<file path="src/rtl/fpc_pkg.sv">
// Types and constants shared by the flight phase classifier.
// Holds the phase, action and kind codes, register indexes, the word structs and magnitude helpers.
// No dependencies.
package fpc_pkg;

  typedef enum logic [2:0] {
    PH_UNKNOWN    = 3'd0,
    PH_LANDED     = 3'd1,
    PH_TAKING_OFF = 3'd2,
    PH_HOVERING   = 3'd3,
    PH_FLYING     = 3'd4,
    PH_LANDING    = 3'd5
  } phase_t;

  localparam logic [2:0] ACT_UNKNOWN  = 3'd0;
  localparam logic [2:0] ACT_TAKE_OFF = 3'd1;
  localparam logic [2:0] ACT_HOVER    = 3'd2;
  localparam logic [2:0] ACT_LAND     = 3'd3;
  localparam logic [2:0] ACT_MOVE     = 3'd4;

  localparam logic [2:0] REG_LINEAR_STILL  = 3'd0;
  localparam logic [2:0] REG_ANGULAR_STILL = 3'd1;
  localparam logic [2:0] REG_GROUND_ALT    = 3'd2;
  localparam logic [2:0] REG_AIRBORNE_ALT  = 3'd3;
  localparam logic [2:0] REG_TAKEOFF_DWELL = 3'd4;

  localparam logic KIND_ACTION = 1'b0;
  localparam logic KIND_SENSOR = 1'b1;

  typedef struct packed {
    logic [14:0] linear_still_limit;
    logic [14:0] angular_still_limit;
    logic [18:0] ground_altitude;
    logic [18:0] airborne_altitude;
    logic [31:0] takeoff_dwell;
  } cfg_t;

  typedef struct packed {
    logic signed [15:0] vel_x;
    logic signed [15:0] vel_y;
    logic signed [15:0] vel_z;
    logic signed [15:0] rate_roll;
    logic signed [15:0] rate_pitch;
    logic signed [15:0] rate_yaw;
    logic signed [19:0] altitude;
    logic        [31:0] time_ms;
  } sample_t;

  // Magnitude of a two's complement value; the most negative value maps to
  // its true magnitude because the result is read as unsigned.
  function automatic logic [15:0] mag16(logic signed [15:0] v);
    mag16 = v[15] ? 16'(-v) : 16'(v);
  endfunction

  function automatic logic [19:0] mag20(logic signed [19:0] v);
    mag20 = v[19] ? 20'(-v) : 20'(v);
  endfunction

endpackage

</file>
<file path="src/rtl/fpc_classify.sv">
// Next-phase logic of the flight phase classifier for one sensor word.
// Purely combinational: threshold compares and the phase transition table.
// Depends on fpc_pkg.
module fpc_classify import fpc_pkg::*; (
  input  cfg_t        cfg,
  input  phase_t      phase,
  input  logic [2:0]  cmd_action,
  input  logic [31:0] takeoff_start,
  input  sample_t     sample,
  output phase_t      phase_next,
  output logic        start_load
);

  logic [15:0] axis_mag [6];
  logic [5:0]  still;
  logic [5:0]  moving;
  logic [15:0] lin_lim;
  logic [15:0] ang_lim;
  logic [19:0] alt_mag;
  logic        all_still;
  logic        any_moving;
  logic        above;
  logic        below;
  logic        vz_still;
  logic [31:0] elapsed;

  assign lin_lim = {1'b0, cfg.linear_still_limit};
  assign ang_lim = {1'b0, cfg.angular_still_limit};

  assign axis_mag[0] = mag16(sample.vel_x);
  assign axis_mag[1] = mag16(sample.vel_y);
  assign axis_mag[2] = mag16(sample.vel_z);
  assign axis_mag[3] = mag16(sample.rate_roll);
  assign axis_mag[4] = mag16(sample.rate_pitch);
  assign axis_mag[5] = mag16(sample.rate_yaw);

  // An axis exactly at its limit is neither still nor moving.
  always_comb begin
    for (int i = 0; i < 6; i++) begin
      if (i < 3) begin
        still[i]  = axis_mag[i] < lin_lim;
        moving[i] = axis_mag[i] > lin_lim;
      end else begin
        still[i]  = axis_mag[i] < ang_lim;
        moving[i] = axis_mag[i] > ang_lim;
      end
    end
  end

  assign all_still  = &still;
  assign any_moving = |moving;
  assign vz_still   = still[2];
  assign alt_mag    = mag20(sample.altitude);
  assign above      = alt_mag > {1'b0, cfg.ground_altitude};
  assign below      = alt_mag < {1'b0, cfg.ground_altitude};
  assign elapsed    = sample.time_ms - takeoff_start;

  always_comb begin
    phase_next = phase;
    start_load = 1'b0;
    case (cmd_action)
      ACT_TAKE_OFF: begin
        if (phase == PH_LANDED || phase == PH_UNKNOWN) begin
          phase_next = PH_TAKING_OFF;
          start_load = 1'b1;
        end else if (phase == PH_TAKING_OFF) begin
          if (vz_still && alt_mag > {1'b0, cfg.airborne_altitude} &&
              elapsed >= cfg.takeoff_dwell) begin
            phase_next = PH_FLYING;
          end
        end
      end
      ACT_HOVER: begin
        if (above && all_still) begin
          phase_next = PH_HOVERING;
        end
      end
      ACT_LAND: begin
        if (phase == PH_HOVERING || phase == PH_FLYING) begin
          if (sample.vel_z[15]) begin
            phase_next = PH_LANDING;
          end
        end else if (phase == PH_LANDING) begin
          if (below && vz_still) begin
            phase_next = PH_LANDED;
          end
        end
      end
      ACT_MOVE: begin
        if (above && any_moving) begin
          phase_next = PH_FLYING;
        end
        if (above && all_still) begin
          phase_next = PH_HOVERING;
        end
      end
      default: begin
        if (below && all_still) begin
          phase_next = PH_LANDED;
        end
        if (above && any_moving) begin
          phase_next = PH_FLYING;
        end
        if (above && all_still) begin
          phase_next = PH_HOVERING;
        end
      end
    endcase
  end

endmodule

</file>
<file path="src/rtl/flight_phase_classifier.sv">
// Top level of the flight phase classifier: input register, state, result register.
// Depends on fpc_pkg and fpc_classify.
//
// A word goes through two registers: it is captured in the input register, and when
// a sensor word leaves that register the phase logic updates the phase state and
// loads the result register, which drives the output. One word is taken every
// cycle while no result is held back; the phase register feeding back into the
// phase logic sets that figure. Action words update the stored command and give no
// result. A result that is not yet taken holds the result register; the input
// register then keeps the next sensor word and the block stops accepting words until
// the result is taken.
module flight_phase_classifier import fpc_pkg::*; (
  input  logic               clk,
  input  logic               rst,
  input  logic               item_valid,
  output logic               item_ready,
  input  logic               kind,
  input  logic [2:0]         action,
  input  logic signed [15:0] vel_x,
  input  logic signed [15:0] vel_y,
  input  logic signed [15:0] vel_z,
  input  logic signed [15:0] rate_roll,
  input  logic signed [15:0] rate_pitch,
  input  logic signed [15:0] rate_yaw,
  input  logic signed [19:0] altitude,
  input  logic [31:0]        time_ms,
  output logic               result_valid,
  input  logic               result_ready,
  output logic [2:0]         flight_phase,
  input  logic               cfg_we,
  input  logic [2:0]         cfg_index,
  input  logic [31:0]        cfg_data
);

  cfg_t        cfg;
  phase_t      phase;
  phase_t      phase_next;
  logic [2:0]  cmd_action;
  logic [31:0] takeoff_start;
  logic        start_load;

  logic        s1_valid;
  logic        s1_kind;
  logic [2:0]  s1_action;
  sample_t     s1_sample;
  logic        s1_fire;
  logic        item_take;

  assign s1_fire    = s1_valid && (s1_kind == KIND_ACTION || !result_valid || result_ready);
  assign item_ready = !s1_valid || s1_fire;
  assign item_take  = item_valid && item_ready;

  always_ff @(posedge clk) begin
    if (rst) begin
      cfg.linear_still_limit  <= 15'd50;
      cfg.angular_still_limit <= 15'd50;
      cfg.ground_altitude     <= 19'd100;
      cfg.airborne_altitude   <= 19'd1000;
      cfg.takeoff_dwell       <= 32'd5000;
    end else if (cfg_we) begin
      case (cfg_index)
        REG_LINEAR_STILL:  cfg.linear_still_limit  <= cfg_data[14:0];
        REG_ANGULAR_STILL: cfg.angular_still_limit <= cfg_data[14:0];
        REG_GROUND_ALT:    cfg.ground_altitude     <= cfg_data[18:0];
        REG_AIRBORNE_ALT:  cfg.airborne_altitude   <= cfg_data[18:0];
        REG_TAKEOFF_DWELL: cfg.takeoff_dwell       <= cfg_data;
        default: ;
      endcase
    end
  end

  // Input register.
  always_ff @(posedge clk) begin
    if (rst) begin
      s1_valid <= 1'b0;
    end else if (item_take) begin
      s1_valid <= 1'b1;
    end else if (s1_fire) begin
      s1_valid <= 1'b0;
    end
  end

  always_ff @(posedge clk) begin
    if (item_take) begin
      s1_kind   <= kind;
      s1_action <= action;
      s1_sample <= '{vel_x: vel_x, vel_y: vel_y, vel_z: vel_z, rate_roll: rate_roll,
                     rate_pitch: rate_pitch, rate_yaw: rate_yaw, altitude: altitude,
                     time_ms: time_ms};
    end
  end

  fpc_classify u_classify (
    .cfg           (cfg),
    .phase         (phase),
    .cmd_action    (cmd_action),
    .takeoff_start (takeoff_start),
    .sample        (s1_sample),
    .phase_next    (phase_next),
    .start_load    (start_load)
  );

  // Phase state and result register.
  always_ff @(posedge clk) begin
    if (rst) begin
      phase         <= PH_UNKNOWN;
      cmd_action    <= ACT_UNKNOWN;
      takeoff_start <= 32'd0;
      result_valid  <= 1'b0;
    end else begin
      if (s1_fire && s1_kind == KIND_ACTION) begin
        cmd_action <= s1_action;
      end
      if (s1_fire && s1_kind == KIND_SENSOR) begin
        phase        <= phase_next;
        result_valid <= 1'b1;
        if (start_load) begin
          takeoff_start <= s1_sample.time_ms;
        end
      end else if (result_ready) begin
        result_valid <= 1'b0;
      end
    end
  end

  always_ff @(posedge clk) begin
    if (s1_fire && s1_kind == KIND_SENSOR) begin
      flight_phase <= 3'(phase_next);
    end
  end

  // A word in the input register is never dropped without being processed.
  a_s1_hold: assert property (@(posedge clk) disable iff (rst)
    s1_valid && !s1_fire |=> s1_valid)
    else $error("input word lost");

  // Each new result carries the updated phase state.
  a_result_phase: assert property (@(posedge clk) disable iff (rst)
    s1_fire && s1_kind == KIND_SENSOR |=> result_valid && flight_phase == 3'(phase))
    else $error("result differs from phase state");

  // An action word never produces a result.
  a_action_silent: assert property (@(posedge clk) disable iff (rst)
    s1_fire && s1_kind == KIND_ACTION |=> result_valid == $past(result_valid && !result_ready))
    else $error("action word produced a result");

  // The take-off start time moves only when a sensor word is processed.
  a_start_stable: assert property (@(posedge clk) disable iff (rst)
    !(s1_fire && s1_kind == KIND_SENSOR) |=> $stable(takeoff_start))
    else $error("take-off start changed without a sensor word");

  // Entering taking-off requires the take-off command.
  a_takeoff_cmd: assert property (@(posedge clk) disable iff (rst)
    s1_fire && s1_kind == KIND_SENSOR && phase_next == PH_TAKING_OFF &&
    phase != PH_TAKING_OFF |-> cmd_action == ACT_TAKE_OFF)
    else $error("taking-off entered without take-off command");

endmodule

</file>
<file path="config.mk">
export PLATFORM = sky130hd
export DESIGN_NAME = flight_phase_classifier
export DESIGN_NICKNAME = d
export VERILOG_FILES = /design/src/rtl/fpc_pkg.sv /design/src/rtl/fpc_classify.sv /design/src/rtl/flight_phase_classifier.sv
export SDC_FILE = /design/constraint.sdc
export NUM_CORES = 1
export LEC_CHECK = 0
export BUFFER_PORTS_ARGS = -buffer_cell sky130_fd_sc_hd__buf_2
export CORE_ASPECT_RATIO = 1.5
export CORE_UTILIZATION = 32
export DETAILED_ROUTE_END_ITERATION = 8
export HOLD_SLACK_MARGIN = 0.05
export PLACE_DENSITY_LB_ADDON = 0.12
export SLEW_MARGIN = 20
export SYNTH_ARGS = -nofsm -noshare
export SYNTH_HDL_FRONTEND = slang
export SYNTH_SLANG_ARGS = --single-unit
</file>
<file path="constraint.sdc">
create_clock -name clk -period 12.9 [get_ports clk]
set_clock_uncertainty 0.05 [all_clocks]
set_input_delay 0 -clock clk [delete_from_list [all_inputs] [get_ports clk]]
set_output_delay 0 -clock clk [all_outputs]
set_load 0.01 [all_outputs]
</file>
==> results of run 1 <==
==> Yosys cell counts, drive strengths merged, types with 3 or more instances <==
cell type	n	area share (%)
nand2	339	7.2
nor4b	6	0.30
a31oi	5	0.18
and4	6	0.30
nor4bb	3	0.17
a221o	5	0.28
clkbuf	54	1.2
nor4	16	0.93
nand3	29	0.82
and3	6	0.22
or3	11	0.39
o41ai	15	0.83
dfxtp	140	16
ha	198	14
o21ai	68	1.9
o31ai	23	1.0
nor2b	18	0.64
nand3b	17	0.72
a211oi	7	0.33
a21boi	4	0.17
xnor2	114	5.7
o21bai	9	0.38
o31a	7	0.35
a211o	10	0.51
inv	162	3.4
o21a	19	0.81
xor2	11	0.55
o211ai	5	0.21
or2	13	0.47
and2	4	0.14
nor2	65	1.5
or4	17	0.82
a21o	26	1.1
o221ai	4	0.23
a221oi	3	0.15
a21oi	201	5.7
nand4	29	1.2
nand2b	16	0.57
nor3	23	0.71
edfxtp	155	26
==> metrics by stage <==
stage | total power, mW | instance area [µm²]
CTS | 2.50 | 22500
detailed placement | 1.46 | 19400
finish | 2.45 | 22500
global route | 2.58 | 22500
global placement | 1.45 | 19400
floorplan | 1.33 | 17700
==> cell usage in the layout, fill, tap and decap left out, types with 11 or more instances in the layout <==
cell,instances
sky130_fd_sc_hd__dlygate4sd3_1,208
sky130_fd_sc_hd__or4_1,11
sky130_fd_sc_hd__xor2_1,11
sky130_fd_sc_hd__nand3b_1,17
sky130_fd_sc_hd__nand2b_1,16
sky130_fd_sc_hd__nand4_1,26
sky130_fd_sc_hd__nor2_1,63
sky130_fd_sc_hd__a21o_1,26
sky130_fd_sc_hd__edfxtp_1,155
sky130_fd_sc_hd__inv_1,162
sky130_fd_sc_hd__o31ai_1,22
sky130_fd_sc_hd__or3_1,11
sky130_fd_sc_hd__ha_1,198
sky130_fd_sc_hd__nor3_1,21
sky130_fd_sc_hd__buf_2,195
sky130_fd_sc_hd__or2_2,12
sky130_fd_sc_hd__o21ai_0,64
sky130_fd_sc_hd__o41ai_1,13
sky130_fd_sc_hd__dfxtp_1,140
sky130_fd_sc_hd__o21a_1,19
sky130_fd_sc_hd__clkbuf_16,37
sky130_fd_sc_hd__nor2b_1,18
sky130_fd_sc_hd__nand3_1,29
sky130_fd_sc_hd__xnor2_1,114
sky130_fd_sc_hd__nand2_1,339
sky130_fd_sc_hd__a21oi_1,199
==> worst paths after layout <==
kind | start | to | cells after the start | slack (ns)
hold reg to reg | cfg[52] | cfg[52] | 2 | 0.40
hold / removal | vel_x[15] | s1_sample[147] | 2 | 0.11
setup reg to reg | s1_sample[0] | phase[1] | 22 | 7.55
setup / recovery | s1_sample[0] | phase[1] | 22 | 7.55
==> timing repair <==
item                       in CTS  in global routing
hold buffers                  208                  0
hold endpoints to repair      262                  0
setup buffers                   0                  0
setup endpoints to repair       0                  0
==> kinds of logic after synthesis <==
| logic type | after synthesis | share of synthesized area [%] |
|---|---|---|
| AOI/OAI and AO/OA | 426 | 15.0 |
| xor gates and xnor gates | 125 | 6.20 |
| adders and majority gates | 199 | 14.1 |
| buffers and inverters | 218 | 4.89 |
| DFF | 295 | 42.2 |
| muxes | 2 | 0.113 |
| and+or+nand+nor | 624 | 17.4 |
==> per-layer routing <==
metal,vias up,global-route usage [%]
met5,-,0
met4,0,7.50
met3,80,2.61
met2,288,34.1
met1,6926,20.4
li1,7460,-
==> sequential cells by signal, summed over array words and instances, names as in the netlist, 3 cells and up <==
name and count:
s1_sample 148, cfg 100, takeoff_start 32, cmd_action 3
flight_phase 3, phase 3, s1_action 3
==> report_power, final <==
part,internal (mW),switching [mW]
Clock,0.566,0.405
Combinational,0.199,0.215
Sequential,1.03,0.0348
==> layout make-up <==
type	count	area [µm²]	area share (%)
flip-flops and latches	295	7460	33.1
repair buffers	413	3130	13.9
inverters	162	608	2.70
multi-input cells	1376	9370	41.6
well taps	695	870	3.86
clock inverters	13	92.6	0.411
clock buffers	49	1010	4.48
==> impl_metrics.xml, run 1 <==
<?xml version="1.0" encoding="UTF-8"?>
<metrics>
  <group name="synth">
    <metric name="post_synthesis_cells" unit="">1889</metric>
    <metric name="post_synth_edffs" unit="">155</metric>
    <metric name="synth.lib_cells_used.distinct" unit="">82</metric>
    <metric name="postSynth.topFlopCell" unit="">sky130_fd_sc_hd__edfxtp_1</metric>
    <metric name="async_reset_ff_share" unit="%">0</metric>
    <metric name="post_synth.cell_area_avg" unit="µm²">9.35</metric>
    <metric name="synthesis.area" unit="mm²">0.0177</metric>
    <metric name="yosysWarnings" unit="">0</metric>
    <metric name="yosys_register_bits" unit="">295</metric>
    <metric name="synth_fp_nets" unit="">2280</metric>
    <metric name="ys_seq_area_share" unit="%">42.2</metric>
  </group>
  <group name="cells_and_area">
    <metric name="filler_cell_count" unit="">5417</metric>
    <metric name="finalNetCount" unit="">2673</metric>
    <metric name="layout-area-overhead-vs-synth" unit="%">27.6</metric>
    <metric name="post_route_cells_drive_above_1_share" unit="%">13.3</metric>
    <metric name="final-instance-count-excl-fill" unit="">3003</metric>
    <metric name="final_util" unit="%">41.2</metric>
    <metric name="antenna_cells_inserted" unit="">0</metric>
  </group>
  <group name="clock_network">
    <metric name="numCtsBuffers" unit="">34</metric>
    <metric name="clkSlewWorstSetupHoldPaths" unit="ns">0.06</metric>
    <metric name="clockBufferDepth" unit="">3</metric>
    <metric name="clk-insertion-delay-late" unit="ns">0.55</metric>
    <metric name="tritoncts_num_sinks" unit="">295</metric>
    <metric name="tritoncts" unit="">done</metric>
    <metric name="cts-resized-gates" unit="">0</metric>
    <metric name="clock-root-buffer" unit="">sky130_fd_sc_hd__clkbuf_16</metric>
    <metric name="htreeDepth" unit="">2</metric>
  </group>
  <group name="detailed_routing">
    <metric name="avgViaCountPerCell" unit="">4.91</metric>
    <metric name="drtAntennaViolNets" unit="">0</metric>
    <metric name="via_count" unit="">14800</metric>
    <metric name="top_layer_used" unit="">met4</metric>
    <metric name="met2_wirelength" unit="µm">26400</metric>
    <metric name="remaining_drc_errors" unit="">0</metric>
    <metric name="route.final.wire_length" unit="µm">50900</metric>
    <metric name="drt_pass1_iterations" unit="">5</metric>
    <metric name="met3_wirelength" unit="µm">1830</metric>
    <metric name="dr.first_iter.drc_count" unit="">552</metric>
    <metric name="wl_per_cell" unit="µm">16.9</metric>
    <metric name="wirelength_met1" unit="µm">20800</metric>
  </group>
  <group name="sta">
    <metric name="f_max" unit="GHz">0.187</metric>
    <metric name="hold_ws" unit="ns">0.107</metric>
    <metric name="finalSetupViolations" unit="">0</metric>
    <metric name="final.setup.worst_slack" unit="ns">7.55</metric>
    <metric name="maxSlewViolCount" unit="">0</metric>
    <metric name="period_share" unit="%">41.4</metric>
    <metric name="timing.final.crit_period" unit="ns">5.35</metric>
    <metric name="timing.slew.headroom" unit="%">37.2</metric>
    <metric name="rsz0062_at_grt" unit="">false</metric>
    <metric name="finalSetupTns" unit="ns">0</metric>
    <metric name="worst_pin_slew" unit="ns">0.942</metric>
    <metric name="report.final.hold_viol_count" unit="">0</metric>
  </group>
  <group name="global_route">
    <metric name="pin_count_of_the_biggest_net_entering_global_routing" unit="">75</metric>
    <metric name="globalRouteOverflowTotal" unit="">0</metric>
    <metric name="global_route.usage.total" unit="%">18.1</metric>
    <metric name="first_global_vias" unit="">14900</metric>
    <metric name="initial_antenna_violation_count" unit="">0</metric>
    <metric name="grt_pass1_wl" unit="µm">79300</metric>
  </group>
  <group name="worst_setup_path">
    <metric name="critical-path-slowest-cell" unit="">sky130_fd_sc_hd__nor4b_1</metric>
    <metric name="kind_of_critical_path" unit="">reg2reg</metric>
    <metric name="critical_path.startpoint_type" unit="">flop</metric>
    <metric name="worst-endpoint-required" unit="ns">13.29</metric>
    <metric name="timing.critical_path.max_delay_family" unit="">compound AO/OA/AOI/OAI gates</metric>
    <metric name="timing.critical_path.to_type" unit="">flop</metric>
    <metric name="path_max_fanout" unit="">5</metric>
    <metric name="critical_path.cell_chain" unit="">inv_1, ha_1, inv_1, fa_1, a211oi_1, o21a_1, nor4b_1, nor3_1, o31a_1, o21ai_1, a31o_2, a21oi_1, xnor2_1, ha_1, nand2_1, nor3_1, nor4b_1, o2111ai_1, a211o_2, o21ai_0, o311ai_2, o21a_1</metric>
    <metric name="critical_path_arrival" unit="ns">5.73</metric>
    <metric name="worstPathBufferInverterCount" unit="">2</metric>
    <metric name="cp_slowest_stage_delay" unit="ns">0.55</metric>
  </group>
  <group name="power">
    <metric name="static_power_due_to_leakage" unit="nW">8.68</metric>
    <metric name="peak_supply_drop" unit="µV">90.6</metric>
    <metric name="areal_power_density_over_the_cells" unit="mW/mm²">109</metric>
  </group>
  <group name="die">
    <metric name="dieHeight" unit="µm">290</metric>
    <metric name="chipWidth" unit="µm">194</metric>
    <metric name="floorplan.initialDensity" unit="%">32.3</metric>
    <metric name="fp.coreArea" unit="mm²">0.0547</metric>
    <metric name="ios" unit="">197</metric>
    <metric name="std_cell_rows" unit="">105</metric>
    <metric name="die_area" unit="mm²">0.0562</metric>
  </group>
  <group name="place">
    <metric name="post-dp-hpwl" unit="µm">38000</metric>
    <metric name="post-place-ws" unit="ns">7.51</metric>
    <metric name="numPortBuffers" unit="">196</metric>
    <metric name="dp_cells" unit="">2733</metric>
    <metric name="gpl_congestion" unit="">0.853</metric>
  </group>
  <group name="run_status">
    <metric name="run_status" unit="">completed</metric>
  </group>
  <group name="worst_hold_path">
    <metric name="hold_class" unit="">in2reg</metric>
  </group>
  <group name="flow_run">
    <metric name="max_cap_violations" unit="">0</metric>
  </group>
</metrics>
Note: power is estimated with default switching activity, not from simulation.
==> run 2, diff against run 1 <==
==> constraint.sdc (replaced) <==
create_clock -name clk -period 5.12 [get_ports clk]
set_clock_uncertainty 0.05 [all_clocks]
set_input_delay 0 -clock clk [delete_from_list [all_inputs] [get_ports clk]]
set_output_delay 0 -clock clk [all_outputs]
set_load 0.01 [all_outputs]
==> impl_metrics.xml, run 2 (synthesized netlist as in run 1, its figures left out) <==
<?xml version="1.0" encoding="UTF-8"?>
<metrics>
  <group name="die">
    <metric name="std_cell_rows" unit="">105</metric>
    <metric name="die_area" unit="mm²">0.0562</metric>
    <metric name="chipWidth" unit="µm">194</metric>
    <metric name="floorplan.initialDensity" unit="%">32.3</metric>
    <metric name="fp.coreArea" unit="mm²">0.0547</metric>
    <metric name="ios" unit="">197</metric>
    <metric name="dieHeight" unit="µm">290</metric>
  </group>
  <group name="worst_hold_path">
    <metric name="end_of_the_worst_hold_path" unit="">s1_sample[121]</metric>
    <metric name="hold_path_startpoint" unit="">vel_y[5]</metric>
    <metric name="hold_class" unit="">in2reg</metric>
    <metric name="timing.hold.worst_path_depth" unit="">2</metric>
  </group>
  <group name="sta">
    <metric name="worst_pin_slew" unit="ns">1.05</metric>
    <metric name="timing.final.crit_period" unit="ns">4.85</metric>
    <metric name="finalSetupViolations" unit="">0</metric>
    <metric name="finalSetupTns" unit="ns">0</metric>
    <metric name="timing.slew.headroom" unit="%">29.7</metric>
    <metric name="period_share" unit="%">94.7</metric>
    <metric name="f_max" unit="GHz">0.206</metric>
    <metric name="report.final.hold_viol_count" unit="">0</metric>
    <metric name="maxSlewViolCount" unit="">0</metric>
  </group>
  <group name="place">
    <metric name="post-dp-hpwl" unit="µm">38200</metric>
    <metric name="gpl_congestion" unit="">0.854</metric>
    <metric name="placement.cell_area" unit="mm²">0.0195</metric>
    <metric name="dp_cells" unit="">2748</metric>
    <metric name="numPortBuffers" unit="">196</metric>
  </group>
  <group name="detailed_routing">
    <metric name="remaining_drc_errors" unit="">0</metric>
    <metric name="met3_wirelength" unit="µm">1780</metric>
    <metric name="wl_per_cell" unit="µm">17.0</metric>
    <metric name="drt_pass1_iterations" unit="">5</metric>
    <metric name="dr.first_iter.drc_count" unit="">553</metric>
    <metric name="via_count" unit="">14800</metric>
    <metric name="avgViaCountPerCell" unit="">4.91</metric>
    <metric name="wirelength_met1" unit="µm">21400</metric>
    <metric name="top_layer_used" unit="">met4</metric>
    <metric name="route.final.wire_length" unit="µm">51300</metric>
    <metric name="drtAntennaViolNets" unit="">0</metric>
    <metric name="met2_wirelength" unit="µm">26700</metric>
  </group>
  <group name="clock_network">
    <metric name="clock-root-buffer" unit="">sky130_fd_sc_hd__clkbuf_16</metric>
    <metric name="clkSlewWorstSetupHoldPaths" unit="ns">0.06</metric>
    <metric name="clk-insertion-delay-late" unit="ns">0.55</metric>
    <metric name="numCtsBuffers" unit="">35</metric>
    <metric name="htreeDepth" unit="">2</metric>
    <metric name="tritoncts_num_sinks" unit="">295</metric>
    <metric name="tritoncts" unit="">done</metric>
    <metric name="clockBufferDepth" unit="">3</metric>
  </group>
  <group name="global_route">
    <metric name="global_route.usage.total" unit="%">18.1</metric>
    <metric name="grt_pass1_wl" unit="µm">78900</metric>
    <metric name="pin_count_of_the_biggest_net_entering_global_routing" unit="">106</metric>
    <metric name="globalRouteOverflowTotal" unit="">0</metric>
    <metric name="initial_antenna_violation_count" unit="">2</metric>
    <metric name="first_global_vias" unit="">14700</metric>
  </group>
  <group name="cells_and_area">
    <metric name="layout-area-overhead-vs-synth" unit="%">29.5</metric>
    <metric name="most_used_cells_in_the_layout_excluding_fill_and_tap_cells" unit="">sky130_fd_sc_hd__nand2_1 (339), sky130_fd_sc_hd__dlygate4sd3_1 (208), sky130_fd_sc_hd__a21oi_1 (199)</metric>
    <metric name="multiInputGateArea" unit="mm²">0.00943</metric>
    <metric name="postLayoutCellArea" unit="mm²">0.0229</metric>
    <metric name="regMostFlops" unit="">s1_sample</metric>
    <metric name="largest_register_ffs" unit="">148</metric>
    <metric name="final_util" unit="%">41.9</metric>
    <metric name="layout_commonest_cell" unit="">sky130_fd_sc_hd__nand2_1</metric>
    <metric name="final-instance-count-excl-fill" unit="">3022</metric>
    <metric name="register_area" unit="mm²">0.00746</metric>
    <metric name="biggestRegsByFlops" unit="">s1_sample x148, cfg x100, takeoff_start x32</metric>
    <metric name="post_route_cells_drive_above_1_share" unit="%">14.6</metric>
    <metric name="filler_cell_count" unit="">5453</metric>
    <metric name="finalNetCount" unit="">2691</metric>
  </group>
  <group name="worst_setup_path">
    <metric name="worst-endpoint-required" unit="ns">5.51</metric>
    <metric name="flop_to_flop_setup_slack" unit="ns">0.27</metric>
    <metric name="timing.critical_path.max_delay_family" unit="">compound AO/OA/AOI/OAI gates</metric>
    <metric name="critical-path-slowest-cell" unit="">sky130_fd_sc_hd__edfxtp_1</metric>
    <metric name="cpMostUsedCell" unit="">sky130_fd_sc_hd__buf_4</metric>
    <metric name="timing.critical_path.to_type" unit="">flop</metric>
    <metric name="r2r_endpoint" unit="">phase[1]</metric>
    <metric name="kind_of_critical_path" unit="">reg2reg</metric>
    <metric name="critical_path_arrival" unit="ns">5.23</metric>
    <metric name="critical_path.cell_chain" unit="">ha_4, buf_4, o21a_1, o31a_1, o2111a_2, o21ai_0, buf_4, a311o_1, and4_2, o31ai_2, a21oi_1, xnor2_1, ha_1, nand2_1, nor3_2, nor4b_4, buf_4, o2111ai_1, a211o_2, o21ai_1, o311ai_2, o21a_1</metric>
    <metric name="cp_slowest_stage_delay" unit="ns">0.44</metric>
    <metric name="worst-r2r-cell-count" unit="">22</metric>
    <metric name="path_max_fanout" unit="">4</metric>
    <metric name="worstPathBufferInverterCount" unit="">3</metric>
    <metric name="critical_path.startpoint_type" unit="">flop</metric>
    <metric name="rr_startpoint" unit="">s1_sample[2]</metric>
  </group>
  <group name="power">
    <metric name="static_power_due_to_leakage" unit="nW">8.85</metric>
    <metric name="areal_power_density_over_the_cells" unit="mW/mm²">282</metric>
    <metric name="peak_supply_drop" unit="µV">204</metric>
  </group>
  <group name="flow_run">
    <metric name="max_cap_violations" unit="">0</metric>
  </group>
  <group name="run_status">
    <metric name="run_status" unit="">completed</metric>
  </group>
</metrics>
==> run 2: how the worst max path moves through the flow <==
stage                      start        to  depth (start not counted)
floorplan           s1_sample[0]  phase[1]                         22
global placement    s1_sample[0]  phase[1]                         24
detailed placement  s1_sample[0]  phase[1]                         24
CTS                 s1_sample[2]  phase[1]                         22
global route        s1_sample[2]  phase[1]                         22
finish              s1_sample[2]  phase[1]                         22
==> run 2: stage by stage <==
step / hold WS (ns) / total power, mW / setup slack, ns
6_report: 0.109 / 6.44 / 0.273
5_1_grt: 0.0894 / 6.75 / -0.0370
4_1_cts: 0.0694 / 6.55 / 0.0445
3_5_place_dp: 0.128 / 3.68 / -0.0644
3_3_place_gp: 0.128 / 3.66 / 0.0149
2_1_floorplan: 0.0489 / 3.35 / 0.607
==> run 2: final cells by class <==
type / instances / share of cell area, %
Inverter: 162 / 2.66
Sequential cell: 295 / 32.6
Timing Repair Buffer: 430 / 14.3
Clock inverter: 18 / 0.968
Multi-Input combinational cell: 1376 / 41.2
Antenna cell: 3 / 0.0328
Clock buffer: 43 / 4.46
Tap cell: 695 / 3.80
==> run 2: power breakdown <==
part / internal (mW) / switching, mW / leakage (nW)
clock network: 1.66 / 1.04 / 0.610
logic: 0.513 / 0.548 / 5.60
registers: 2.60 / 0.0884 / 2.65
==> run 2: worst register-to-register path: stages (launching register included) <==
cell and delay (ns):
sky130_fd_sc_hd__edfxtp_1 0.44, sky130_fd_sc_hd__ha_4 0.31, sky130_fd_sc_hd__buf_4 0.12, sky130_fd_sc_hd__o21a_1 0.11
sky130_fd_sc_hd__o31a_1 0.19, sky130_fd_sc_hd__o2111a_2 0.24, sky130_fd_sc_hd__o21ai_0 0.10, sky130_fd_sc_hd__buf_4 0.16
sky130_fd_sc_hd__a311o_1 0.34, sky130_fd_sc_hd__and4_2 0.22, sky130_fd_sc_hd__o31ai_2 0.26, sky130_fd_sc_hd__a21oi_1 0.13
sky130_fd_sc_hd__xnor2_1 0.14, sky130_fd_sc_hd__ha_1 0.30, sky130_fd_sc_hd__nand2_1 0.08, sky130_fd_sc_hd__nor3_2 0.23
sky130_fd_sc_hd__nor4b_4 0.23, sky130_fd_sc_hd__buf_4 0.15, sky130_fd_sc_hd__o2111ai_1 0.13, sky130_fd_sc_hd__a211o_2 0.37
sky130_fd_sc_hd__o21ai_1 0.15, sky130_fd_sc_hd__o311ai_2 0.13, sky130_fd_sc_hd__o21a_1 0.18
==> run 2: timing repair <==
item | CTS | global route
endpoints found under the hold margin | 294 | 0
pin swaps | 0 | 6
hold buffers | 208 | 0
setup buffers | 0 | 2
gates resized for setup | 3 | 8
endpoints found under the setup margin | 2 | 4
==> run 2: layer usage <==
layer / up-vias / global-route usage, %
li1: 7506 / -
met1: 6999 / 20.5
met2: 266 / 34.4
met3: 62 / 2.65
met4: 0 / 6.15
met5: - / 0
